--- src/sv/atpt_pkg.sv ---
// Shared types and constants for the attitude PID with tilt compensated thrust.
// Holds the item structs, the datapath command word, operation codes and trig tables.
// No dependencies.
package atpt_pkg;

  // One control tick in
  typedef struct packed {
    logic signed [15:0] ref_roll;
    logic signed [15:0] ref_pitch;
    logic signed [15:0] ref_yaw;
    logic        [15:0] ref_thrust;
    logic signed [15:0] meas_roll;
    logic signed [15:0] meas_pitch;
    logic signed [15:0] meas_yaw;
  } in_t;

  // One set of actuator commands out
  typedef struct packed {
    logic signed [15:0] roll_cmd;
    logic signed [15:0] pitch_cmd;
    logic signed [15:0] yaw_cmd;
    logic        [15:0] thrust_cmd;
  } out_t;

  typedef logic [47:0] gains_t;

  // Datapath operations
  localparam logic [3:0] OP_NOP      = 4'd0;
  localparam logic [3:0] OP_LOAD     = 4'd1;
  localparam logic [3:0] OP_MUL      = 4'd2;
  localparam logic [3:0] OP_STORE    = 4'd3;
  localparam logic [3:0] OP_PID_UPD  = 4'd4;
  localparam logic [3:0] OP_ANG_INIT = 4'd5;
  localparam logic [3:0] OP_RED      = 4'd6;
  localparam logic [3:0] OP_FOLD     = 4'd7;
  localparam logic [3:0] OP_CORDIC   = 4'd8;
  localparam logic [3:0] OP_DIV_INIT = 4'd9;
  localparam logic [3:0] OP_DIV      = 4'd10;
  localparam logic [3:0] OP_SQ_INIT  = 4'd11;
  localparam logic [3:0] OP_SQRT     = 4'd12;
  localparam logic [3:0] OP_FINISH   = 4'd13;

  // Multiplier operand selections
  localparam logic [2:0] M_PID  = 3'd0;
  localparam logic [2:0] M_SQX  = 3'd1;
  localparam logic [2:0] M_SQY  = 3'd2;
  localparam logic [2:0] M_CRCP = 3'd3;
  localparam logic [2:0] M_SRCP = 3'd4;
  localparam logic [2:0] M_SPCR = 3'd5;
  localparam logic [2:0] M_T2   = 3'd6;
  localparam logic [2:0] M_TN   = 3'd7;

  // Command word from the sequencer to the datapath
  typedef struct packed {
    logic [3:0] op;
    logic [2:0] msel;
    logic [4:0] idx;
    logic [1:0] axis;
  } cmd_t;

  // Register map
  localparam int APB_AW = 5;
  localparam logic [1:0] REG_ROLL_GAINS  = 2'd0;
  localparam logic [1:0] REG_PITCH_GAINS = 2'd1;
  localparam logic [1:0] REG_YAW_GAINS   = 2'd2;

  localparam int GAIN_FRAC    = 12;
  localparam int TRIG_FRAC    = 30;
  localparam int ANG_Q        = 28;
  localparam int CORDIC_STEPS = 28;
  localparam int PI_Q28          = 843314857;
  localparam int HALF_PI_Q28     = 421657428;
  localparam int CORDIC_GAIN_Q30 = 652032874;

  localparam logic signed [31:0] ATAN_Q28 [CORDIC_STEPS] = '{
    32'sd210828714, 32'sd124459457, 32'sd65760959, 32'sd33381290, 32'sd16755422,
    32'sd8385879, 32'sd4193963, 32'sd2097109, 32'sd1048571, 32'sd524287,
    32'sd262144, 32'sd131072, 32'sd65536, 32'sd32768, 32'sd16384, 32'sd8192,
    32'sd4096, 32'sd2048, 32'sd1024, 32'sd512, 32'sd256, 32'sd128, 32'sd64,
    32'sd32, 32'sd16, 32'sd8, 32'sd4, 32'sd2
  };

endpackage

--- src/sv/atpt_ctrl.sv ---
// Sequencer for the attitude PID: walks one item through PID, trig, divide and root.
// Drives the datapath by atpt_pkg::cmd_t and owns both channel handshakes.
// Depends on atpt_pkg.
module atpt_ctrl #(
  parameter int ANGLE_FRAC_BITS = 13
) (
  input  logic            clk,
  input  logic            rst,
  input  logic            in_valid,
  output logic            in_stall,
  output logic            out_valid,
  input  logic            out_stall,
  output atpt_pkg::cmd_t  cmd
);

  localparam int ANG_SH    = atpt_pkg::ANG_Q - ANGLE_FRAC_BITS;
  localparam int RED_STEPS = ANG_SH - 13;

  localparam logic [3:0] S_IDLE  = 4'd0;
  localparam logic [3:0] S_PID   = 4'd1;
  localparam logic [3:0] S_AINIT = 4'd2;
  localparam logic [3:0] S_RED   = 4'd3;
  localparam logic [3:0] S_FOLD  = 4'd4;
  localparam logic [3:0] S_CORD  = 4'd5;
  localparam logic [3:0] S_SQ    = 4'd6;
  localparam logic [3:0] S_PROD  = 4'd7;
  localparam logic [3:0] S_DIVI  = 4'd8;
  localparam logic [3:0] S_DIV   = 4'd9;
  localparam logic [3:0] S_SQI   = 4'd10;
  localparam logic [3:0] S_SQRT  = 4'd11;
  localparam logic [3:0] S_DONE  = 4'd12;

  logic [3:0] state, state_next;
  logic [4:0] cnt, cnt_next;
  logic [1:0] axis, axis_next;
  logic       out_valid_next;

  assign in_stall = (state != S_IDLE);

  // Next state and command
  always_comb begin
    state_next     = state;
    cnt_next       = cnt;
    axis_next      = axis;
    out_valid_next = out_valid && out_stall;
    cmd.op         = atpt_pkg::OP_NOP;
    cmd.msel       = atpt_pkg::M_PID;
    cmd.idx        = cnt;
    cmd.axis       = axis;
    case (state)
      S_IDLE: begin
        if (in_valid) begin
          cmd.op     = atpt_pkg::OP_LOAD;
          state_next = S_PID;
          cnt_next   = '0;
          axis_next  = '0;
        end
      end
      S_PID: begin
        cmd.idx = {3'b000, cnt[2:1]};
        if (cnt == 5'd6) begin
          cmd.op   = atpt_pkg::OP_PID_UPD;
          cnt_next = '0;
          if (axis == 2'd2) begin
            axis_next  = '0;
            state_next = S_AINIT;
          end else begin
            axis_next = axis + 2'd1;
          end
        end else begin
          cmd.op   = cnt[0] ? atpt_pkg::OP_STORE : atpt_pkg::OP_MUL;
          cnt_next = cnt + 5'd1;
        end
      end
      S_AINIT: begin
        cmd.op     = atpt_pkg::OP_ANG_INIT;
        state_next = S_RED;
        cnt_next   = 5'(RED_STEPS - 1);
      end
      S_RED: begin
        cmd.op = atpt_pkg::OP_RED;
        if (cnt == 5'd0) state_next = S_FOLD;
        else cnt_next = cnt - 5'd1;
      end
      S_FOLD: begin
        cmd.op     = atpt_pkg::OP_FOLD;
        state_next = S_CORD;
        cnt_next   = '0;
      end
      S_CORD: begin
        cmd.op = atpt_pkg::OP_CORDIC;
        if (cnt == 5'(atpt_pkg::CORDIC_STEPS - 1)) begin
          state_next = S_SQ;
          cnt_next   = '0;
        end else begin
          cnt_next = cnt + 5'd1;
        end
      end
      S_SQ: begin
        cmd.msel = cnt[1] ? atpt_pkg::M_SQY : atpt_pkg::M_SQX;
        cmd.op   = cnt[0] ? atpt_pkg::OP_STORE : atpt_pkg::OP_MUL;
        if (cnt == 5'd3) begin
          cnt_next = '0;
          if (axis == 2'd0) begin
            axis_next  = 2'd1;
            state_next = S_AINIT;
          end else begin
            state_next = S_PROD;
          end
        end else begin
          cnt_next = cnt + 5'd1;
        end
      end
      S_PROD: begin
        cmd.op = cnt[0] ? atpt_pkg::OP_STORE : atpt_pkg::OP_MUL;
        case (cnt[3:1])
          3'd0:    cmd.msel = atpt_pkg::M_CRCP;
          3'd1:    cmd.msel = atpt_pkg::M_SRCP;
          3'd2:    cmd.msel = atpt_pkg::M_SPCR;
          3'd3:    cmd.msel = atpt_pkg::M_T2;
          default: cmd.msel = atpt_pkg::M_TN;
        endcase
        if (cnt == 5'd9) state_next = S_DIVI;
        else cnt_next = cnt + 5'd1;
      end
      S_DIVI: begin
        cmd.op     = atpt_pkg::OP_DIV_INIT;
        state_next = S_DIV;
        cnt_next   = 5'd31;
      end
      S_DIV: begin
        cmd.op = atpt_pkg::OP_DIV;
        if (cnt == 5'd0) state_next = S_SQI;
        else cnt_next = cnt - 5'd1;
      end
      S_SQI: begin
        cmd.op     = atpt_pkg::OP_SQ_INIT;
        state_next = S_SQRT;
        cnt_next   = 5'd15;
      end
      S_SQRT: begin
        cmd.op = atpt_pkg::OP_SQRT;
        if (cnt == 5'd0) state_next = S_DONE;
        else cnt_next = cnt - 5'd1;
      end
      S_DONE: begin
        // hold until the output register is free
        if (!out_valid || !out_stall) begin
          cmd.op         = atpt_pkg::OP_FINISH;
          out_valid_next = 1'b1;
          state_next     = S_IDLE;
        end
      end
      default: state_next = S_IDLE;
    endcase
  end

  always_ff @(posedge clk) begin
    if (rst) begin
      state     <= S_IDLE;
      cnt       <= '0;
      axis      <= '0;
      out_valid <= 1'b0;
    end else begin
      state     <= state_next;
      cnt       <= cnt_next;
      axis      <= axis_next;
      out_valid <= out_valid_next;
    end
  end

endmodule

--- config.mk ---
export PLATFORM = sky130hd
export DESIGN_NAME = atpt_ctrl
export DESIGN_NICKNAME = d
export VERILOG_FILES = /design/src/sv/atpt_pkg.sv /design/src/sv/atpt_ctrl.sv
export SDC_FILE = /design/constraint.sdc
export NUM_CORES = 1
export LEC_CHECK = 0
export CAP_MARGIN = 15
export CORE_MARGIN = 2
export CORE_UTILIZATION = 50
export DETAILED_ROUTE_END_ITERATION = 10
export DONT_BUFFER_PORTS = 1
export GPL_TIMING_DRIVEN = 0
export SETUP_SLACK_MARGIN = 0.5
export SLEW_MARGIN = 20
export SYNTH_ARGS = -nofsm -noshare
export SYNTH_HDL_FRONTEND = slang
export SYNTH_SLANG_ARGS = --single-unit
--- constraint.sdc ---
create_clock -name clk -period 3 [get_ports clk]
set_input_delay 0 -clock clk [delete_from_list [all_inputs] [get_ports clk]]
set_output_delay 0 -clock clk [all_outputs]
set_load 0.02 [all_outputs]
==> metrics.md <==
| Metric | Value |
|---|---|
| Final worst path period share | 77.17% |
| First-pass GRT wire length | 6030 um |
| Core Util, Final | 56.41% |
| Antenna Nets Post-Route | 0 |
| Crit. End Element | flip-flop |
| Layout area overhead | 6.992% |
| Diodes inserted | 0 |
| Pin count of the biggest net entering global routing | 11 |
| IO Port Bufs | 0 |
| Sink Count | 12 |
| Drt pass-1 iters | 4 |
| Critical Path Start Type | flip-flop |
| Multiplexer share of the synthesized area | 0% |
| Hold Path Class | primary input to flip-flop |
| Routed len/inst | 17.94 um |
| Hold slack | 0.03712 ns |
| Placed cell areas | 1344 sq um |
| Synthesized flop and latch total | 12 |
| Num rows | 18 |
| Starting Density | 52.73% |
| Syn Inst Count | 180 |
| Routability Congestion | 0.8845 |
| Worst Slack Setup Final | 0.6848 ns |
| Dpl ws | 0.7338 ns |
| CTS tree | done |
| Setup_tns | 0 ns |
| Sequential share of the synthesized area | 18.39% |
| Required time worst endpoint | 3.16 ns |
| Max FO, Critical Path | 9 |
| Root Buffer Master | clkbuf_4 |
| Initial antenna violation count | 0 |
| Post-Syn Nets | 189 |
| Synth unique cells | 55 |
| Synth Area in XOR/XNOR | 2.682% |
| Post-DP HPWL | 2807 um |
| Longest Clk Path Bufs | 2 |
| CP peak stage delay | 0.50 ns |
| DRC viols | 0 |
| Vias | 1375 |
| Critical path, cell by cell | ha_1, or4b_4, a22oi_4, nand3b_1, o21ai_0, o32ai_1 |
| Setup CP Type | flip-flop to flip-flop |
| Data arrival, critical path | 2.48 ns |
| Yosys warning total | 0 |
| Synth Area in Simple Gates | 31.42% |
| Compound-Gate Fraction of Synth Area | 33.81% |
| Core Region | 2477 sq um |
| Post-Synth Adder-Cell Area | 4.789% |
| Max VDD drop | 0.4853 mV |
| Cell taking the most area after synthesis | dfxtp_1 |
| Clock-pin slew on the worst setup and hold paths | 0.09 ns |
| Total GRT Usage | 28.01% |
| Max Slew Vio Count | 0 |
| Setup Skew | 0.001192 ns |
| DIE AREA | 3037 sq um |
| Min Tclk post-route | 2.315 ns |
| Total grt overflow | 0 |
| Placed Cells | 210 |
| CP delay by family, top | simple AND/OR/NAND/NOR gates |
| Chip Height | 55.11 um |
| Cell leakage power | 0.4837 nW |
| Num CTS Buffers | 3 |
| Final hold violations | 0 |
| Status | finished, final reports clean |
| Commonest non-fill, non-tap cells in the layout | 15 x nor2_1, 15 x nand2_1, 15 x o21ai_0, 15 x a21oi_1, 12 x dfxtp_1 |
| Final setup violation count | 0 |
| Max Fclk | 0.4319 GHz |
| # fillers | 254 |
| Share of the synthesized area in the top cell type | 18.39% |
| I/O Pins | 20 |
| Initial DRC count | 65 |
| Cell Count, Final, Fillers Out | 215 |
| Drt total wl | 3857 um |
| Post-CTS Setup Bufs | 0 |
| Critical path's slowest cell | or4b_4 |
| CTS HTree Levels | 1 |
| Max-cap violations | 0 |
| Largest family of logic cells by synthesized area | compound AO/OA/AOI/OAI gates |
| Skew-Pair Late Insertion Delay | 0.29 ns |
| Synthesized area per cell | 7.257 sq um |
| Post-DR vias/cell | 6.395 |
| Worst-margin pin slew | 0.9397 ns |
| Main synth FF type | dfxtp_1 |
| Vias in the first global route | 1198 |
| Largest cells by area after synthesis | dfxtp_1 18%, a21oi_1 5.7%, o21ai_0 5.7% |
| Nets | 195 |
| Total chip power | 1.145 mW |
| EDFF count, synth | 0 |
| Die W | 55.11 um |
| Final Instance Area | 1398 sq um |
| Worst Path Buf+Inv | 0 |
| RSZ-0062 raised after global routing | no |
| Synthesized cell area | 1306 sq um |
| Layout cells sized above 1 | 10.27% |
| Pwr/cell area | 819.3 nW/um^2 |
| Async SR Flop Fraction | 0% |
| Max_slew headroom | 36.53% |
kinds of logic (layout without fill, tap and decap cells):
| kind of cell | count (synthesis) | count (layout) |
|---|---|---|
| compound gates | 64 | 64 |
| xor+xnor | 4 | 4 |
| fa+ha+maj | 5 | 5 |
| buf+inv | 26 | 31 |
| flops | 12 | 12 |
| simple gates | 69 | 69 |
power breakdown:
part / switching, mW / total [mW] / internal (mW)
clock: 0.0676 / 0.142 / 0.0740
sequential: 0.0583 / 0.252 / 0.193
combinational: 0.487 / 0.752 / 0.265
worst register-to-register path: stages, from the launching register on:
cell and delay [ns]:
dfxtp_1 0.49, ha_1 0.32, or4b_4 0.50, a22oi_4 0.23, nand3b_1 0.28, o21ai_0 0.27
o32ai_1 0.11
cells in the mapped netlist, types with 2 or more instances:
cell      instances
o32ai_1           5
nand3b_1          3
ha_1              5
a211oi_1          5
buf_2             3
and3_1            2
nor4b_1           2
nor3_1            5
dfxtp_1          12
nand4_1           2
nand2_1          15
xnor2_1           3
inv_1            11
nand2b_1          2
a21oi_1          15
nor2_1           15
a32oi_1           3
buf_6             2
a21o_1            2
nor2b_1           3
nand3_1           5
clkbuf_1         10
o21a_1            3
o21ai_0          15
o211ai_1          2
per-layer routing:
metal | global-route usage, % | wire length, um
met2 | 39.68 | 1719
met5 | 0 | 0
met1 | 43.09 | 1882
met3 | 5.914 | 212
met4 | 5.285 | 42
cell type report:
class	instances	area, sq um	share of cell area, %
multi-input combinational	142	957.2	68.49
sequential	12	240.2	17.19
buffer	15	75.07	5.372
inverter	11	41.29	2.954
tap	30	37.54	2.686
clock buffer	4	36.28	2.596
timing repair buffer	1	10.01	0.7162
sequential cells by signal (all words and copies together) (netlist names):
register	count
out_valid	1
state	4
axis	2
cnt	5
path summary, 6_finish.rpt:
kind,start,endpoint,slack (ns),depth (start not counted)
worst min register to register,axis[0]$_SDFFE_PP0P_,axis[0]$_SDFFE_PP0P_,0.60,2
worst min-delay path,out_stall,out_valid$_SDFF_PP0_,0.04,3
worst max-delay path,cnt[1]$_SDFFE_PP0P_,cnt[1]$_SDFFE_PP0P_,0.68,6
worst max register to register,cnt[1]$_SDFFE_PP0P_,cnt[1]$_SDFFE_PP0P_,0.68,6
what timing repair did:
action,4_1_cts,5_1_grt
setup endpoints to repair,0,1
gates resized for setup,0,1
hold buffers,1,0
endpoints found under the hold margin,3,0
Note: power is estimated with default switching activity, not from simulation.
